--- src/hdl/tcld_pkg.sv ---
package tcld_pkg;

	localparam int LEVEL_W = 14;
	localparam int BAL_W = 11;
	localparam int TICK_W = 16;
	localparam int SLOT_W = 4;
	localparam int CFG_IDX_W = 3;
	localparam int CFG_DATA_W = 16;
	localparam logic [LEVEL_W-1:0] LEVEL_TOP = 14'd16383;
	localparam logic [BAL_W-1:0] BAL_FULL = 11'd1024;

	localparam logic [CFG_IDX_W-1:0] REG_MIX_MODE = 3'd0;
	localparam logic [CFG_IDX_W-1:0] REG_LEVEL_FLOOR = 3'd1;
	localparam logic [CFG_IDX_W-1:0] REG_BALANCE_LOW = 3'd2;
	localparam logic [CFG_IDX_W-1:0] REG_BALANCE_HIGH = 3'd3;
	localparam logic [CFG_IDX_W-1:0] REG_DEBOUNCE = 3'd4;
	localparam logic [CFG_IDX_W-1:0] REG_DECISION = 3'd5;
	localparam logic [CFG_IDX_W-1:0] REG_RAMP_STEP = 3'd6;
	localparam logic [CFG_IDX_W-1:0] REG_ADJUST_STEP = 3'd7;

	localparam logic [1:0] MIX_MONO = 2'd0;
	localparam logic [1:0] MIX_DUAL = 2'd1;
	localparam logic [1:0] MIX_GLOW = 2'd2;

	typedef enum logic [3:0] {
		PH_IDLE, PH_DEBOUNCE, PH_DECIDE, PH_HOLD, PH_GAP,
		PH_RAMP_ON, PH_RAMP_OFF, PH_RISE, PH_ADJUST, PH_BALANCE
	} phase_t;

	typedef enum logic [2:0] {
		MX_IDLE, MX_SQ, MX_E, MX_MIX, MX_DONE
	} mix_state_t;

	typedef struct packed {
		logic [1:0] mix_mode;
		logic [LEVEL_W-1:0] level_floor;
		logic [BAL_W-1:0] balance_low;
		logic [BAL_W-1:0] balance_high;
		logic [TICK_W-1:0] debounce_ticks;
		logic [TICK_W-1:0] decision_ticks;
		logic [TICK_W-1:0] ramp_step_ticks;
		logic [TICK_W-1:0] adjust_step_ticks;
	} cfg_t;

	// snapshot handed from the gesture front to the duty back end
	typedef struct packed {
		logic active;
		logic on_flag;
		logic [LEVEL_W-1:0] level;
		logic [BAL_W-1:0] balance;
		logic [1:0] mix_mode;
	} snap_t;

	typedef struct packed {
		logic [LEVEL_W-1:0] ch1_duty;
		logic [LEVEL_W-1:0] ch2_duty;
		logic lamp_on;
		logic [LEVEL_W-1:0] level_now;
	} result_t;

endpackage

--- src/hdl/tcld_gesture.sv ---
module tcld_gesture #(
	parameter int SLOT_TICKS = 25,
	parameter int GESTURE_SLOTS = 10,
	parameter int BALANCE_STEP_TICKS = 10,
	parameter int BOOT_LEVEL = 8192,
	parameter int INIT_BALANCE = 512
) (
	input logic clk,
	input logic arst_n,
	input logic tick_valid,
	input logic button_pressed,
	input tcld_pkg::cfg_t cfg,
	output tcld_pkg::snap_t snap
);
	import tcld_pkg::*;

	phase_t phase_q;
	logic on_q, lvl_up_q, bal_up_q;
	logic [LEVEL_W-1:0] level_q, saved_q;
	logic [BAL_W-1:0] bal_q;
	logic [TICK_W-1:0] tick_q;
	logic [SLOT_W-1:0] slot_q;

	phase_t phase_d;
	logic on_d, lvl_up_d, bal_up_d;
	logic [LEVEL_W-1:0] level_d, saved_d;
	logic [BAL_W-1:0] bal_d;
	logic [TICK_W-1:0] tick_d;
	logic [SLOT_W-1:0] slot_d;

	logic [TICK_W-1:0] tick_inc, ramp_per, adj_per;
	logic [SLOT_W-1:0] slot_inc;
	logic slot_tick, slots_done, ramp_done, adj_done, bal_done;

	assign tick_inc = tick_q + 1'b1;
	assign slot_inc = slot_q + 1'b1;
	assign ramp_per = (cfg.ramp_step_ticks == '0) ? TICK_W'(1) : cfg.ramp_step_ticks;
	assign adj_per = (cfg.adjust_step_ticks == '0) ? TICK_W'(1) : cfg.adjust_step_ticks;
	assign slot_tick = 32'(tick_inc) >= 32'(SLOT_TICKS);
	assign slots_done = slot_tick && (32'(slot_inc) >= 32'(GESTURE_SLOTS));
	assign ramp_done = tick_inc >= ramp_per;
	assign adj_done = tick_inc >= adj_per;
	assign bal_done = 32'(tick_inc) >= 32'(BALANCE_STEP_TICKS);

	always_comb begin
		phase_d = phase_q;
		on_d = on_q;
		lvl_up_d = lvl_up_q;
		bal_up_d = bal_up_q;
		level_d = level_q;
		saved_d = saved_q;
		bal_d = bal_q;
		tick_d = tick_q;
		slot_d = slot_q;
		unique case (phase_q)
			PH_IDLE: begin
				if (button_pressed) begin
					phase_d = PH_DEBOUNCE; tick_d = '0; slot_d = '0;
				end
			end
			PH_DEBOUNCE: begin
				if (!button_pressed) begin
					phase_d = PH_IDLE; tick_d = '0; slot_d = '0;
				end else if (tick_q >= cfg.debounce_ticks) begin
					phase_d = on_q ? PH_HOLD : PH_DECIDE; tick_d = '0; slot_d = '0;
				end else begin
					tick_d = tick_inc;
				end
			end
			PH_DECIDE: begin
				if (tick_q < cfg.decision_ticks) begin
					tick_d = tick_inc;
				end else if (button_pressed) begin
					level_d = '0; on_d = 1'b1; lvl_up_d = 1'b1;
					phase_d = PH_RISE; tick_d = '0; slot_d = '0;
				end else begin
					saved_d = level_q; level_d = '0;
					phase_d = PH_RAMP_ON; tick_d = '0; slot_d = '0;
				end
			end
			PH_HOLD: begin
				if (!button_pressed) begin
					phase_d = PH_GAP; tick_d = '0; slot_d = '0;
				end else if (slots_done) begin
					phase_d = PH_ADJUST; tick_d = '0; slot_d = '0;
				end else begin
					tick_d = slot_tick ? '0 : tick_inc;
					slot_d = slot_tick ? slot_inc : slot_q;
				end
			end
			PH_GAP: begin
				if (button_pressed) begin
					tick_d = '0; slot_d = '0;
					if (cfg.mix_mode == MIX_DUAL) begin
						phase_d = PH_BALANCE;
					end else begin
						saved_d = level_q; phase_d = PH_RAMP_OFF;
					end
				end else if (slots_done) begin
					saved_d = level_q; phase_d = PH_RAMP_OFF; tick_d = '0; slot_d = '0;
				end else begin
					tick_d = slot_tick ? '0 : tick_inc;
					slot_d = slot_tick ? slot_inc : slot_q;
				end
			end
			PH_RAMP_ON: begin
				if (level_q >= saved_q) begin
					level_d = saved_q; on_d = 1'b1;
					phase_d = PH_IDLE; tick_d = '0; slot_d = '0;
				end else if (ramp_done) begin
					tick_d = '0; level_d = level_q + 1'b1;
				end else begin
					tick_d = tick_inc;
				end
			end
			PH_RAMP_OFF: begin
				if (level_q == '0) begin
					level_d = saved_q; on_d = 1'b0;
					phase_d = PH_IDLE; tick_d = '0; slot_d = '0;
				end else if (ramp_done) begin
					tick_d = '0; level_d = level_q - 1'b1;
				end else begin
					tick_d = tick_inc;
				end
			end
			PH_RISE: begin
				if (level_q >= cfg.level_floor) begin
					phase_d = PH_ADJUST; tick_d = '0; slot_d = '0;
				end else if (adj_done) begin
					tick_d = '0; level_d = level_q + 1'b1;
				end else begin
					tick_d = tick_inc;
				end
			end
			PH_ADJUST: begin
				if (!button_pressed) begin
					lvl_up_d = !lvl_up_q; phase_d = PH_IDLE; tick_d = '0; slot_d = '0;
				end else if (adj_done) begin
					tick_d = '0;
					if (lvl_up_q && level_q < LEVEL_TOP) level_d = level_q + 1'b1;
					else if (!lvl_up_q && level_q > cfg.level_floor) level_d = level_q - 1'b1;
				end else begin
					tick_d = tick_inc;
				end
			end
			PH_BALANCE: begin
				if (!button_pressed) begin
					bal_up_d = !bal_up_q; phase_d = PH_IDLE; tick_d = '0; slot_d = '0;
				end else if (bal_done) begin
					tick_d = '0;
					if (bal_up_q && bal_q < cfg.balance_high) bal_d = bal_q + 1'b1;
					else if (!bal_up_q && bal_q > cfg.balance_low) bal_d = bal_q - 1'b1;
				end else begin
					tick_d = tick_inc;
				end
			end
			default: begin
				phase_d = PH_IDLE; tick_d = '0; slot_d = '0;
			end
		endcase
	end

	always_ff @(posedge clk or negedge arst_n) begin
		if (!arst_n) begin
			phase_q <= PH_IDLE;
			on_q <= 1'b0;
			lvl_up_q <= 1'b1;
			bal_up_q <= 1'b1;
			level_q <= LEVEL_W'(BOOT_LEVEL);
			saved_q <= '0;
			bal_q <= BAL_W'(INIT_BALANCE);
			tick_q <= '0;
			slot_q <= '0;
		end else if (tick_valid) begin
			phase_q <= phase_d;
			on_q <= on_d;
			lvl_up_q <= lvl_up_d;
			bal_up_q <= bal_up_d;
			level_q <= level_d;
			saved_q <= saved_d;
			bal_q <= bal_d;
			tick_q <= tick_d;
			slot_q <= slot_d;
		end
	end

	assign snap.active = on_d || (phase_d == PH_RAMP_ON);
	assign snap.on_flag = on_d;
	assign snap.level = level_d;
	assign snap.balance = bal_d;
	assign snap.mix_mode = cfg.mix_mode;

endmodule

--- src/hdl/tcld_snap_fifo.sv ---
module tcld_snap_fifo (
	input logic clk,
	input logic arst_n,
	input logic push,
	input tcld_pkg::snap_t push_data,
	output logic full,
	input logic pop,
	output tcld_pkg::snap_t pop_data,
	output logic empty
);
	import tcld_pkg::*;

	snap_t mem_q [2];
	logic wr_q, rd_q;
	logic [1:0] cnt_q;

	assign full = cnt_q == 2'd2;
	assign empty = cnt_q == 2'd0;
	assign pop_data = mem_q[rd_q];

	always_ff @(posedge clk) begin
		if (push && !full) mem_q[wr_q] <= push_data;
	end

	always_ff @(posedge clk or negedge arst_n) begin
		if (!arst_n) begin
			wr_q <= 1'b0;
			rd_q <= 1'b0;
			cnt_q <= '0;
		end else begin
			if (push && !full) wr_q <= !wr_q;
			if (pop && !empty) rd_q <= !rd_q;
			cnt_q <= cnt_q + 2'(push && !full) - 2'(pop && !empty);
		end
	end

endmodule

--- src/hdl/tcld_duty.sv ---
module tcld_duty (
	input logic clk,
	input logic arst_n,
	input logic snap_empty,
	input tcld_pkg::snap_t snap,
	output logic snap_pop,
	input logic res_pop,
	output tcld_pkg::result_t res,
	output logic res_empty
);
	import tcld_pkg::*;

	mix_state_t st_q, st_d;
	snap_t cur_q;
	logic [27:0] prod_q;
	logic [LEVEL_W-1:0] e_q;
	result_t res_q;
	logic full_q;

	logic [LEVEL_W-1:0] mul_a, mul_b;
	logic [27:0] prod;
	logic [LEVEL_W-1:0] e_sat, c1;
	logic [BAL_W-1:0] bal_sat;
	logic load, finish;

	assign bal_sat = (cur_q.balance > BAL_FULL) ? BAL_FULL : cur_q.balance;
	assign e_sat = (prod_q[27:14] > LEVEL_TOP) ? LEVEL_TOP : prod_q[27:14];
	assign c1 = LEVEL_W'(prod_q >> 10);

	// one shared multiplier: level squared, then the mix product
	always_comb begin
		mul_a = cur_q.level;
		mul_b = cur_q.level;
		if (st_q == MX_MIX) begin
			mul_a = e_q;
			mul_b = (cur_q.mix_mode == MIX_DUAL) ? LEVEL_W'(bal_sat) : e_q;
		end
	end
	assign prod = mul_a * mul_b;

	always_comb begin
		st_d = st_q;
		load = 1'b0;
		finish = 1'b0;
		unique case (st_q)
			MX_IDLE: if (!snap_empty) begin load = 1'b1; st_d = MX_SQ; end
			MX_SQ: st_d = MX_E;
			MX_E: st_d = MX_MIX;
			MX_MIX: st_d = MX_DONE;
			MX_DONE: if (!full_q || res_pop) begin finish = 1'b1; st_d = MX_IDLE; end
			default: st_d = MX_IDLE;
		endcase
	end
	assign snap_pop = load;

	always_ff @(posedge clk or negedge arst_n) begin
		if (!arst_n) begin
			st_q <= MX_IDLE;
			full_q <= 1'b0;
		end else begin
			st_q <= st_d;
			if (finish) full_q <= 1'b1;
			else if (res_pop) full_q <= 1'b0;
		end
	end

	always_ff @(posedge clk) begin
		if (load) cur_q <= snap;
		if (st_q == MX_SQ || st_q == MX_MIX) prod_q <= prod;
		if (st_q == MX_E) e_q <= e_sat;
		if (finish) begin
			res_q.lamp_on <= cur_q.on_flag;
			res_q.level_now <= cur_q.level;
			if (!cur_q.active) begin
				res_q.ch1_duty <= '0;
				res_q.ch2_duty <= '0;
			end else if (cur_q.mix_mode == MIX_DUAL) begin
				res_q.ch1_duty <= c1;
				res_q.ch2_duty <= e_q - c1;
			end else if (cur_q.mix_mode == MIX_GLOW) begin
				res_q.ch1_duty <= e_q;
				res_q.ch2_duty <= prod_q[27:14];
			end else begin
				res_q.ch1_duty <= e_q;
				res_q.ch2_duty <= e_q;
			end
		end
	end

	assign res = res_q;
	assign res_empty = !full_q;

endmodule

--- src/hdl/two_channel_led_dimmer_controller_core.sv ---
// channel   direction   handshake     payload
// tick      in          push / full   button_pressed
// result    out         empty / pop   ch1_duty ch2_duty lamp_on level_now
// config    in          cfg_we        cfg_idx cfg_data
// the gesture machine takes one tick per cycle while the snapshot queue has room
// each result passes through the duty unit's SQ, E, MIX and DONE states (two passes through one 14x14 multiplier)
// the duty unit takes a new snapshot only once the last result has left DONE; the two-entry queue absorbs bursts
// arst_n clears all control state; results stall in a one-entry output register
module two_channel_led_dimmer_controller_core #(
	parameter int SLOT_TICKS = 25,
	parameter int GESTURE_SLOTS = 10,
	parameter int BALANCE_STEP_TICKS = 10,
	parameter int BOOT_LEVEL = 8192,
	parameter int INIT_BALANCE = 512
) (
	input logic clk,
	input logic arst_n,
	input logic push,
	output logic full,
	input logic button_pressed,
	output logic empty,
	input logic pop,
	output logic [tcld_pkg::LEVEL_W-1:0] ch1_duty,
	output logic [tcld_pkg::LEVEL_W-1:0] ch2_duty,
	output logic lamp_on,
	output logic [tcld_pkg::LEVEL_W-1:0] level_now,
	input logic cfg_we,
	input logic [tcld_pkg::CFG_IDX_W-1:0] cfg_idx,
	input logic [tcld_pkg::CFG_DATA_W-1:0] cfg_data
);
	import tcld_pkg::*;

	cfg_t cfg_q;
	snap_t snap_in, snap_out;
	result_t res;
	logic q_empty, q_pop, accept;

	assign accept = push && !full;

	always_ff @(posedge clk or negedge arst_n) begin
		if (!arst_n) begin
			cfg_q.mix_mode <= MIX_MONO;
			cfg_q.level_floor <= LEVEL_W'(64);
			cfg_q.balance_low <= '0;
			cfg_q.balance_high <= BAL_FULL;
			cfg_q.debounce_ticks <= TICK_W'(50);
			cfg_q.decision_ticks <= TICK_W'(300);
			cfg_q.ramp_step_ticks <= TICK_W'(1);
			cfg_q.adjust_step_ticks <= TICK_W'(1);
		end else if (cfg_we) begin
			unique case (cfg_idx)
				REG_MIX_MODE: cfg_q.mix_mode <= cfg_data[1:0];
				REG_LEVEL_FLOOR: cfg_q.level_floor <= cfg_data[LEVEL_W-1:0];
				REG_BALANCE_LOW: cfg_q.balance_low <= cfg_data[BAL_W-1:0];
				REG_BALANCE_HIGH: cfg_q.balance_high <= cfg_data[BAL_W-1:0];
				REG_DEBOUNCE: cfg_q.debounce_ticks <= cfg_data;
				REG_DECISION: cfg_q.decision_ticks <= cfg_data;
				REG_RAMP_STEP: cfg_q.ramp_step_ticks <= cfg_data;
				REG_ADJUST_STEP: cfg_q.adjust_step_ticks <= cfg_data;
				default: ;
			endcase
		end
	end

	tcld_gesture #(
		.SLOT_TICKS(SLOT_TICKS),
		.GESTURE_SLOTS(GESTURE_SLOTS),
		.BALANCE_STEP_TICKS(BALANCE_STEP_TICKS),
		.BOOT_LEVEL(BOOT_LEVEL),
		.INIT_BALANCE(INIT_BALANCE)
	) u_gesture (
		.clk(clk),
		.arst_n(arst_n),
		.tick_valid(accept),
		.button_pressed(button_pressed),
		.cfg(cfg_q),
		.snap(snap_in)
	);

	tcld_snap_fifo u_fifo (
		.clk(clk),
		.arst_n(arst_n),
		.push(push),
		.push_data(snap_in),
		.full(full),
		.pop(q_pop),
		.pop_data(snap_out),
		.empty(q_empty)
	);

	tcld_duty u_duty (
		.clk(clk),
		.arst_n(arst_n),
		.snap_empty(q_empty),
		.snap(snap_out),
		.snap_pop(q_pop),
		.res_pop(pop),
		.res(res),
		.res_empty(empty)
	);

	assign ch1_duty = res.ch1_duty;
	assign ch2_duty = res.ch2_duty;
	assign lamp_on = res.lamp_on;
	assign level_now = res.level_now;

	a_res_hold: assert property (@(posedge clk) disable iff (!arst_n)
		!empty && !pop |=> !empty && $stable(ch1_duty) && $stable(ch2_duty)
			&& $stable(lamp_on) && $stable(level_now))
		else $error("result changed while stalled");
	a_queue_pop: assert property (@(posedge clk) disable iff (!arst_n)
		q_pop |-> !q_empty)
		else $error("queue underflow");

endmodule
--- config.mk ---
export PLATFORM = sky130hd
export DESIGN_NAME = two_channel_led_dimmer_controller_core
export DESIGN_NICKNAME = d
export VERILOG_FILES = /design/src/hdl/tcld_pkg.sv /design/src/hdl/tcld_gesture.sv /design/src/hdl/tcld_snap_fifo.sv /design/src/hdl/tcld_duty.sv /design/src/hdl/two_channel_led_dimmer_controller_core.sv
export SDC_FILE = /design/constraint.sdc
export NUM_CORES = 1
export LEC_CHECK = 0
export ABC_AREA = 1
export BUFFER_PORTS_ARGS = -buffer_cell sky130_fd_sc_hd__clkbuf_2
export CORE_MARGIN = 3
export CORE_UTILIZATION = 40
export CTS_CLUSTER_SIZE = 12
export DETAILED_ROUTE_END_ITERATION = 16
export GPL_ROUTABILITY_DRIVEN = 0
export PLACE_DENSITY_LB_ADDON = 0.1
export SKIP_LAST_GASP = 1
export SLEW_MARGIN = 25
export SYNTH_ARGS = -nofsm -noshare
export SYNTH_HDL_FRONTEND = slang
export SYNTH_HIERARCHICAL = 1
export SYNTH_SLANG_ARGS = --single-unit
--- constraint.sdc ---
create_clock -name clk -period 6 [get_ports clk]
set_input_delay 0 -clock clk [delete_from_list [all_inputs] [get_ports clk]]
set_output_delay 0 -clock clk [all_outputs]
set_load 0.005 [all_outputs]
==> impl_metrics.py, run 1 <==
metrics = {
    "run_status": {
        "status": "finished, violations left",
        "violations": "setup timing",
    },
    "placement": {
        "hpwl_mm": 66.49,
        "io_buffers": 69,
        "dpl_cell_area_um2": 29610,
    },
    "hold_path": {
        "hold_start": "pop",
        "hold_depth": 3,
        "hp-class": "in2reg",
        "min_to": "u_duty/full_q$_DFFE_PN0P_",
    },
    "timing": {
        "setup_viol": 12,
        "slew-limit-headroom_pct": 42.52,
        "period_needed_ps": 6189,
        "drv_slew": 0,
        "skew_ps": 27.50,
        "tightest_slew_ps": 861.2,
        "fin_crit_sh_pct": 103.1,
        "fin_ws_ps": -188.5,
        "rsz0062_at_grt": "true",
        "hold_viol_final": 0,
        "clock.fmax_ghz": 0.1616,
    },
    "route": {
        "drc_errors": 0,
        "routed_wl_mm": 84.29,
        "detail_route.wl_per_cell_um": 18.22,
        "drtIter0Drc": 1829,
        "firstDrtPassIters": 6,
        "via_count": 23770,
        "detail-route-antenna-nets": 0,
        "via_per_inst": 5.137,
    },
    "synthesis": {
        "syn_area_per_cell_um2": 7.827,
        "ys_types": 56,
        "ys.flop_type": "edfxtp_1",
        "synth_edf_count": 162,
        "syn-instance-count": 3438,
        "netlist_area_um2": 26910,
        "synthTopCellsByArea": "edfxtp_1 18%, dfrtp_1 15%, nand2_1 15%",
        "yosysSeqAreaShare_pct": 34.52,
        "synth_top_cell_by_area": "edfxtp_1",
        "yosysTopAreaCellShare_pct": 18.08,
        "yosys_warnings": 6,
        "synth_seq_cells": 338,
        "async_flop_share_pct": 52.07,
        "syn-num-nets": 3830,
    },
    "critical_path": {
        "path_cells": "inv_2 -> nand3_4 -> clkinv_8 -> buf_4 -> or2_2 -> o21ai_2 -> inv_2 -> buf_4 -> buf_4 -> nand2_1 -> fa_1 -> fa_1 -> fa_1 -> fa_1 -> inv_1 -> fa_1 -> ha_1 -> ha_1 -> a21o_1 -> a21oi_1 -> nor2_1 -> a211oi_2 -> nand2_1 -> xnor2_1",
        "end_kind": "flip-flop",
        "critical_path_class": "reg2reg",
        "cp_slowest_cell": "fa_1",
        "arrival_ps": 6490,
        "worstSetupStartpointType": "flip-flop",
        "reg2reg_slack_ps": -190,
        "reg2reg_depth": 24,
        "slowest_delay_ps": 560,
        "cp.required_ps": 6300,
        "reg2reg_from": "u_duty/st_q[2]$_DFFE_PN0P_",
        "timing.critical_path.mode_cell": "fa_1",
        "cp.buffers_inverters": 7,
        "crit_fanout": 14,
        "worstReg2RegEnd": "u_duty/prod_q[27]$_DFFE_PP_",
        "cp_top_family": "adder cells",
    },
    "cts": {
        "path_clk_slew_ps": 60,
        "cts-root-buf": "clkbuf_16",
        "cts_buffer_depth": 3,
        "cts.htree.levels": 2,
        "clock_latency_ps": 580,
        "clock_sinks": 338,
        "cts_buffers": 42,
        "cts_tree": "done",
    },
    "floorplan": {
        "rows": 94,
        "start_util_pct": 40.64,
        "die-area_um2": 70420,
        "core_um2": 66220,
        "io_pins": 70,
        "die_h_um": 265.4,
        "die_w_um": 265.4,
    },
    "global_route": {
        "grt_antenna_before_repair": 1,
        "grt_usage_pct": 23.93,
        "overflow": 0,
        "grt_pass1_vias": 23600,
        "grt_max_degree": 118,
        "grt_pass1_wl_mm": 132.4,
    },
    "finish": {
        "syn_to_final_growth_pct": 18.95,
        "seq_area_um2": 9288,
        "finish.instance_area_um2": 32010,
        "n_fill_cell": 6446,
        "post_route_cells_drive_above_1_share_pct": 15.66,
        "fin_nets": 4118,
        "multi_input_area_um2": 15680,
    },
    "flow_run": {
        "max-cap-violations": 0,
    },
}
[cells by family after synthesis]
group	count (synthesis)	share of synthesized area [%]
fa+ha+maj	367	21.00
flops	338	34.52
compound gates	371	7.775
xor+xnor	43	1.400
buf+inv	612	8.970
mux	1	0.03720
simple gates	1706	26.30
[worst min-delay path: cells and delay by family]
kind	cells	cell delay, ps
AO/OA/AOI/OAI	1	70
buffers and inverters	2	630
[synthesized netlist by cell type (3+ instances only)]
cell,n
nand2_1,1056
inv_1,490
nor2_1,300
ha_1,226
nand3_1,207
edfxtp_1,162
dfrtp_1,161
a21oi_1,159
fa_1,141
o21ai_0,119
clkbuf_1,43
buf_2,39
xor2_1,34
nand2_2,27
nand4_1,27
o21ai_2,22
nor3_1,21
or2_2,21
dfstp_2,15
inv_2,15
o21ai_1,14
nor4_1,12
o21a_1,12
clkinv_1,11
nor2_2,11
xnor2_1,9
a31oi_1,8
o21bai_1,8
a21o_1,7
buf_4,7
nand3b_1,6
and2_1,4
buf_6,4
o22ai_1,4
nor2_4,3
nor3_2,3
o211ai_1,3
[area by class of cell]
class	count	area share (%)
inverters	516	6.137
diodes	2	0.01564
flip-flops and latches	338	29.02
multi-input cells	2488	48.99
clock inverters	19	0.7427
repair buffers	340	7.986
clock buffers	59	3.737
well taps	864	3.378
[routing by layer]
layer | vias to the layer above | GRT usage [%] | part of all wire, %
met4 | 0 | 7.942 | 3.3
met1 | 11390 | 33.45 | 46
li1 | 11510 | - | -
met2 | 725 | 38.68 | 45
met3 | 143 | 3.006 | 5.6
met5 | - | 0 | 0
[how the worst max path moves through the flow]
stage	start	slack (ps)	to	cells past startpoint
3_3_place_gp	u_duty/cur_q[0]$_DFFE_PP_	-470	u_duty/prod_q[26]$_DFFE_PP_	27
2_1_floorplan	u_duty/st_q[2]$_DFFE_PN0P_	10	u_duty/prod_q[23]$_DFFE_PP_	31
4_1_cts	u_duty/st_q[2]$_DFFE_PN0P_	-120	u_duty/prod_q[23]$_DFFE_PP_	28
3_5_place_dp	u_duty/cur_q[0]$_DFFE_PP_	-520	u_duty/prod_q[22]$_DFFE_PP_	24
5_1_grt	u_duty/cur_q[7]$_DFFE_PP_	-410	u_duty/prod_q[19]$_DFFE_PP_	28
6_report	u_duty/st_q[2]$_DFFE_PN0P_	-190	u_duty/prod_q[27]$_DFFE_PP_	24
[cell usage in the layout (no fill, tap or decap), drive strengths merged, types with 127 or more instances in the layout]
cell and n:
nand2 1084, inv 508, nor2 314, buf 241
ha 226, nand3 211, edfxtp 162, dfrtp 161
a21oi 160, o21ai 155, fa 141, clkbuf 127
[through the flow]
| stage | setup TNS (ps) | worst slack (ps) | util [%] | hold WS [ps] | std cells |
|---|---|---|---|---|---|
| final | -1141 | -188.5 | 48.34 | 175.4 | 4626 |
| after global routing | -5109 | -412.6 | 48.33 | 181.8 | 4624 |
| after CTS | -862.1 | -121.6 | 47.90 | 153.2 | 4616 |
| after detailed placement | -6865 | -520.6 | 44.71 | 217.5 | 4498 |
| after global placement | -5817 | -472.1 | 44.70 | 197.6 | 4498 |
| after floorplan | 0 | 13.03 | - | -295.6 | 3438 |
[flip-flops by register name (all words and copies together) (netlist names), 2 cells and up]
| name | count |
|---|---|
| u_duty/cur_q | 29 |
| u_duty/res | 43 |
| u_gesture/phase_q | 4 |
| u_gesture/saved_q | 14 |
| u_gesture/tick_q | 16 |
| u_gesture/bal_q | 11 |
| u_gesture/level_q | 14 |
| u_gesture/slot_q | 4 |
| u_duty/e_q | 14 |
| u_fifo/cnt_q | 2 |
| u_fifo/mem_q | 58 |
| cfg_q | 102 |
| u_duty/st_q | 3 |
| u_duty/prod_q | 18 |
[timing repair]
| action | CTS | global route |
|---|---|---|
| setup endpoints to repair | 18 | 18 |
| hold buffers | 30 | 1 |
| hold endpoints to repair | 211 | 25 |
| gates resized for setup | 65 | 49 |
| pin swaps | 22 | 17 |
| buffers inserted | 10 | 6 |
Power of run 1 is not shown: default switching activity piles up to over one toggle a cycle in this logic, so the estimate is an artifact.
==> inputs of run 2 (changes only) <==
Settings changed: BUFFER_PORTS_ARGS -buffer_cell sky130_fd_sc_hd__clkbuf_2 to -buffer_cell sky130_fd_sc_hd__buf_2, HOLD_SLACK_MARGIN set to 0.02.
Clock period 6 ns to 5.24 ns, I/O delays scaled along.
==> impl_metrics.py, run 2 (synthesized netlist as in run 1, its figures left out) <==
metrics = {
    "finish": {
        "multi_input_area_um2": 16290,
        "final_cells": 4674,
        "regMostFlops": "cfg_q",
        "layout_common_cells": "1020 x nand2_1, 465 x inv_1, 262 x nor2_1",
        "syn_to_final_growth_pct": 23.29,
        "final_common_cell": "nand2_1",
        "largest_reg_flops": 102,
        "finish.instance_area_um2": 33170,
        "n_fill_cell": 6424,
        "post_route_cells_drive_above_1_share_pct": 19.40,
        "diodes": 0,
        "fin_nets": 4170,
        "seq_area_um2": 9288,
    },
    "timing": {
        "period_needed_ps": 6096,
        "setup_viol": 18,
        "clock.fmax_ghz": 0.1640,
        "fin_ws_ps": -856.4,
        "hold_viol_final": 0,
        "holdWs_ps": 165.7,
        "skew_ps": 27.91,
        "drv_slew": 0,
        "rsz0062_at_grt": "true",
        "slew-limit-headroom_pct": 34.19,
        "fin_crit_sh_pct": 116.3,
        "tightest_slew_ps": 984.8,
    },
    "flow_run": {
        "max-cap-violations": 0,
    },
    "critical_path": {
        "worstSetupStartpointType": "flip-flop",
        "end_kind": "flip-flop",
        "cp_slowest_cell": "fa_1",
        "reg2reg_slack_ps": -860,
        "reg2reg_from": "u_duty/st_q[1]$_DFFE_PN0P_",
        "timing.critical_path.mode_cell": "fa_1",
        "cp.required_ps": 5550,
        "critical_path_class": "reg2reg",
        "slowest_delay_ps": 550,
        "crit_fanout": 7,
        "arrival_ps": 6400,
        "worstReg2RegEnd": "u_duty/prod_q[27]$_DFFE_PP_",
        "reg2reg_depth": 28,
    },
    "cts": {
        "cts-root-buf": "clkbuf_16",
        "cts.htree.levels": 2,
        "cts_buffer_depth": 3,
        "clock_sinks": 338,
        "path_clk_slew_ps": 60,
        "cts_buffers": 41,
        "clock_latency_ps": 580,
        "cts_tree": "done",
    },
    "floorplan": {
        "die-area_um2": 70420,
        "die_h_um": 265.4,
        "core_um2": 66220,
        "start_util_pct": 40.64,
        "io_pins": 70,
        "die_w_um": 265.4,
        "rows": 94,
    },
    "global_route": {
        "grt_antenna_before_repair": 0,
        "grt_max_degree": 73,
        "overflow": 0,
        "grt_pass1_vias": 23890,
        "grt_pass1_wl_mm": 132.9,
        "grt_usage_pct": 23.94,
    },
    "route": {
        "firstDrtPassIters": 5,
        "via_count": 23970,
        "drc_errors": 0,
        "drtIter0Drc": 1694,
        "detail-route-antenna-nets": 0,
        "via_per_inst": 5.128,
        "routed_wl_mm": 84.40,
        "detail_route.wl_per_cell_um": 18.06,
    },
    "run_status": {
        "status": "finished, violations left",
        "violations": "setup timing",
    },
    "hold_path": {
        "hp-class": "in2reg",
        "hold_start": "pop",
        "min_to": "u_duty/full_q$_DFFE_PN0P_",
        "hold_depth": 3,
    },
    "placement": {
        "hpwl_mm": 65.34,
        "placed_cells": 4516,
        "io_buffers": 69,
        "dpl_cell_area_um2": 29950,
        "post-place-ws_ps": -1557,
    },
}
## run 2: cell types whose count changed in the layout (fill, tap and decap cells not counted), sizes merged, moves of 2 or more
cell and delta:
buf +116, clkbuf -74, clkinv +7, diode -2, dlygate4sd3 +2, inv -3
## run 2: worst max-delay path by stage
| stage | from | end | slack [ps] |
|---|---|---|---|
| 2_1_floorplan | u_duty/st_q[2]$_DFFE_PN0P_ | u_duty/prod_q[23]$_DFFE_PP_ | -490 |
| 3_3_place_gp | u_duty/cur_q[1]$_DFFE_PP_ | u_duty/prod_q[27]$_DFFE_PP_ | -1570 |
| 4_1_cts | u_duty/st_q[1]$_DFFE_PN0P_ | u_duty/prod_q[22]$_DFFE_PP_ | -810 |
| 3_5_place_dp | u_duty/cur_q[1]$_DFFE_PP_ | u_duty/prod_q[27]$_DFFE_PP_ | -1560 |
| 6_report | u_duty/st_q[1]$_DFFE_PN0P_ | u_duty/prod_q[27]$_DFFE_PP_ | -860 |
| 5_1_grt | u_duty/cur_q[6]$_DFFE_PP_ | u_duty/prod_q[27]$_DFFE_PP_ | -1030 |
## run 2: worst max-delay path: cells and delay by family, from the launching register on
kind,cells,cell delay (ps)
simple gates,9,980
flops,1,410
fa+ha+maj,7,3220
buf+inv,9,750
compound gates,2,310
xor+xnor,1,130
## run 2: per-layer routing
layer	vias up	global-route usage [%]	wire length (µm)
li1	11630	-	-
met3	151	2.932	4931
met1	11480	32.57	37070
met2	716	39.55	39260
met5	-	0	0
met4	0	8.523	3136
## run 2: final cells by class
| cell class | instances | area share, % |
|---|---|---|
| Multi-Input combinational cell | 2488 | 49.11 |
| Timing Repair inverter | 1 | 0.03394 |
| Clock buffer | 52 | 3.338 |
| Sequential cell | 338 | 28.00 |
| Inverter | 516 | 5.986 |
| Tap cell | 864 | 3.259 |
| Clock inverter | 23 | 0.9014 |
| Timing Repair Buffer | 392 | 9.372 |
## run 2: timing repair
item | CTS | global route
setup buffers | 34 | 11
setup endpoints to repair | 18 | 18
cloned | 3 | 1
hold endpoints to repair | 195 | 0
pin swaps | 66 | 50
hold buffers | 34 | 0
resized for setup | 165 | 71
## run 2: stage by stage
stage / utilization [%] / TNS (ps)
final: 50.10 / -13210
after global routing: 50.10 / -16680
after CTS: 49.45 / -13240
after detailed placement: 45.23 / -24540
after global placement: 45.23 / -24660
after floorplan: - / -6505
Power of run 2 is left out for the same reason.
==> inputs of run 3 (changes only) <==
Settings changed: BUFFER_PORTS_ARGS -buffer_cell sky130_fd_sc_hd__buf_2 to not set, DONT_BUFFER_PORTS set to 1.
==> impl_metrics.py, run 3 (synthesized netlist as in run 1, its figures left out) <==
metrics = {
    "finish": {
        "syn_to_final_growth_pct": 21.52,
        "fin_util_pct": 49.38,
        "layout_common_cells": "1034 x nand2_1, 472 x inv_1, 271 x nor2_1",
        "regMostFlops": "cfg_q",
        "largest_reg_flops": 102,
        "post_route_cells_drive_above_1_share_pct": 16.68,
        "final_common_cell": "nand2_1",
        "diodes": 0,
        "fin_nets": 4105,
    },
    "route": {
        "wl_met3_mm": 5.211,
        "met2_length_mm": 40.38,
        "met1_length_mm": 37.18,
        "detail_route.wl_per_cell_um": 18.72,
        "top_layer_used": "met4",
        "firstDrtPassIters": 6,
        "via_count": 23820,
        "detail-route-antenna-nets": 0,
        "drtIter0Drc": 1619,
        "routed_wl_mm": 86.33,
        "drc_errors": 0,
        "via_per_inst": 5.166,
    },
    "cts": {
        "cts_buffer_depth": 3,
        "clock_sinks": 338,
        "clock_latency_ps": 580,
        "cts-root-buf": "clkbuf_16",
        "cts_buffers": 42,
        "cts_tree": "done",
        "cts.htree.levels": 2,
        "path_clk_slew_ps": 60,
    },
    "placement": {
        "hpwl_mm": 65.82,
        "io_buffers": 0,
    },
    "critical_path": {
        "reg2reg_depth": 26,
        "crit_fanout": 6,
        "arrival_ps": 6470,
        "worstSetupStartpointType": "flip-flop",
        "cp.required_ps": 5570,
        "end_kind": "flip-flop",
        "critical_path_class": "reg2reg",
    },
    "run_status": {
        "status": "finished, violations left",
        "violations": "setup timing",
    },
    "global_route": {
        "grt_pass1_vias": 23850,
        "grt_max_degree": 177,
        "grt_pass1_wl_mm": 134.1,
        "grt_usage_pct": 24.35,
        "grt_antenna_before_repair": 1,
        "overflow": 0,
    },
    "timing": {
        "tightest_slew_ps": 1066,
        "fin_ws_ps": -903.6,
        "hold_viol_final": 0,
        "slew-limit-headroom_pct": 28.91,
        "setup_viol": 18,
        "period_needed_ps": 6144,
        "drv_slew": 0,
        "skew_ps": 25.21,
        "clock.fmax_ghz": 0.1628,
        "fin_crit_sh_pct": 117.2,
        "rsz0062_at_grt": "true",
    },
    "floorplan": {
        "die-area_um2": 70420,
        "start_util_pct": 40.64,
        "core_um2": 66220,
        "rows": 94,
        "die_w_um": 265.4,
        "die_h_um": 265.4,
        "io_pins": 70,
    },
    "flow_run": {
        "max-cap-violations": 0,
    },
    "hold_path": {
        "hp-class": "in2async",
    },
}
==> run 3: cell count changes in the layout (fill, tap and decap cells not counted), moves of 8 or more <==
cell           delta
buf_2            -69
buf_6            -14
nand2_1          +14
dlygate4sd3_1    +11
nand2_2          -11
nor2_1            +9
buf_12            +8
nand3_1           +8
==> run 3: repair_timing <==
item                                    4_1_cts  5_1_grt
endpoints found under the setup margin       18       18
buffers inserted                             17       19
hold endpoints to repair                    315        0
gates cloned                                  4        1
hold buffers                                 45        0
resized for setup                            79       89
pin swaps                                    20       51
==> run 3: area by class of cell <==
cell class | instances | area (µm²)
clock buffers | 59 | 1226
multi-input cells | 2489 | 16100
clock inverters | 19 | 165.2
repair inverters | 2 | 18.77
repair buffers | 324 | 2835
inverters | 516 | 1982
flip-flops and latches | 338 | 9288
well taps | 864 | 1081
fillers | 6445 | 33520
==> run 3: path summary, 6_finish.rpt <==
kind / startpoint / endpoint / slack, ps
max in group asynchronous: arst_n / u_gesture/saved_q[2]$_DFFE_PN0P_ / 4320
min in group clk: push / u_gesture/bal_q[1]$_DFFE_PN0P_ / 60
max: u_duty/st_q[2]$_DFFE_PN0P_ / u_duty/prod_q[26]$_DFFE_PP_ / -900
max reg2reg: u_duty/st_q[2]$_DFFE_PN0P_ / u_duty/prod_q[26]$_DFFE_PP_ / -900
min: arst_n / cfg_q[10]$_DFFE_PN0P_ / 7
min reg2reg: cfg_q[49]$_DFFE_PN1P_ / cfg_q[49]$_DFFE_PN1P_ / 470
==> run 3: critical path: stages, from the launching register on <==
cell and delay [ps]:
dfrtp_1 400, inv_2 90, nand3_4 90, buf_12 170, buf_12 130, buf_16 140
o21ai_4 160, buf_12 140, clkinvlp_4 180, buf_4 190, nand2_1 80, fa_1 460
fa_1 560, inv_1 60, fa_1 580, fa_1 500, ha_1 340, ha_1 300
ha_1 340, buf_4 140, nand2_1 80, nor2_1 140, inv_1 100, nor4_2 250
nand2_1 110, nand3_1 70, nand2_1 60
==> run 3: per-stage QoR <==
stage / hold slack [ps] / TNS [ps] / instance area [µm²] / std cells / setup WS (ps)
final: 7.219 / -13930 / 32700 / 4611 / -903.6
after global routing: 109.0 / -17210 / 32700 / 4611 / -1059
after CTS: 22.99 / -13360 / 32130 / 4591 / -845.3
after detailed placement: -288.3 / -23240 / 29670 / 4447 / -1495
after global placement: -288.0 / -21860 / 29670 / 4447 / -1414
after floorplan: -295.6 / -6505 / 27170 / 3438 / -491.5
==> run 3: routing by layer <==
metal  global-route usage (%)  vias to the layer above
met3                    3.413                      169
met5                        0                        -
met2                    40.51                      770
li1                         -                    11510
met1                    32.22                    11370
met4                    9.626                        0
Power of run 3 is left out for the same reason.
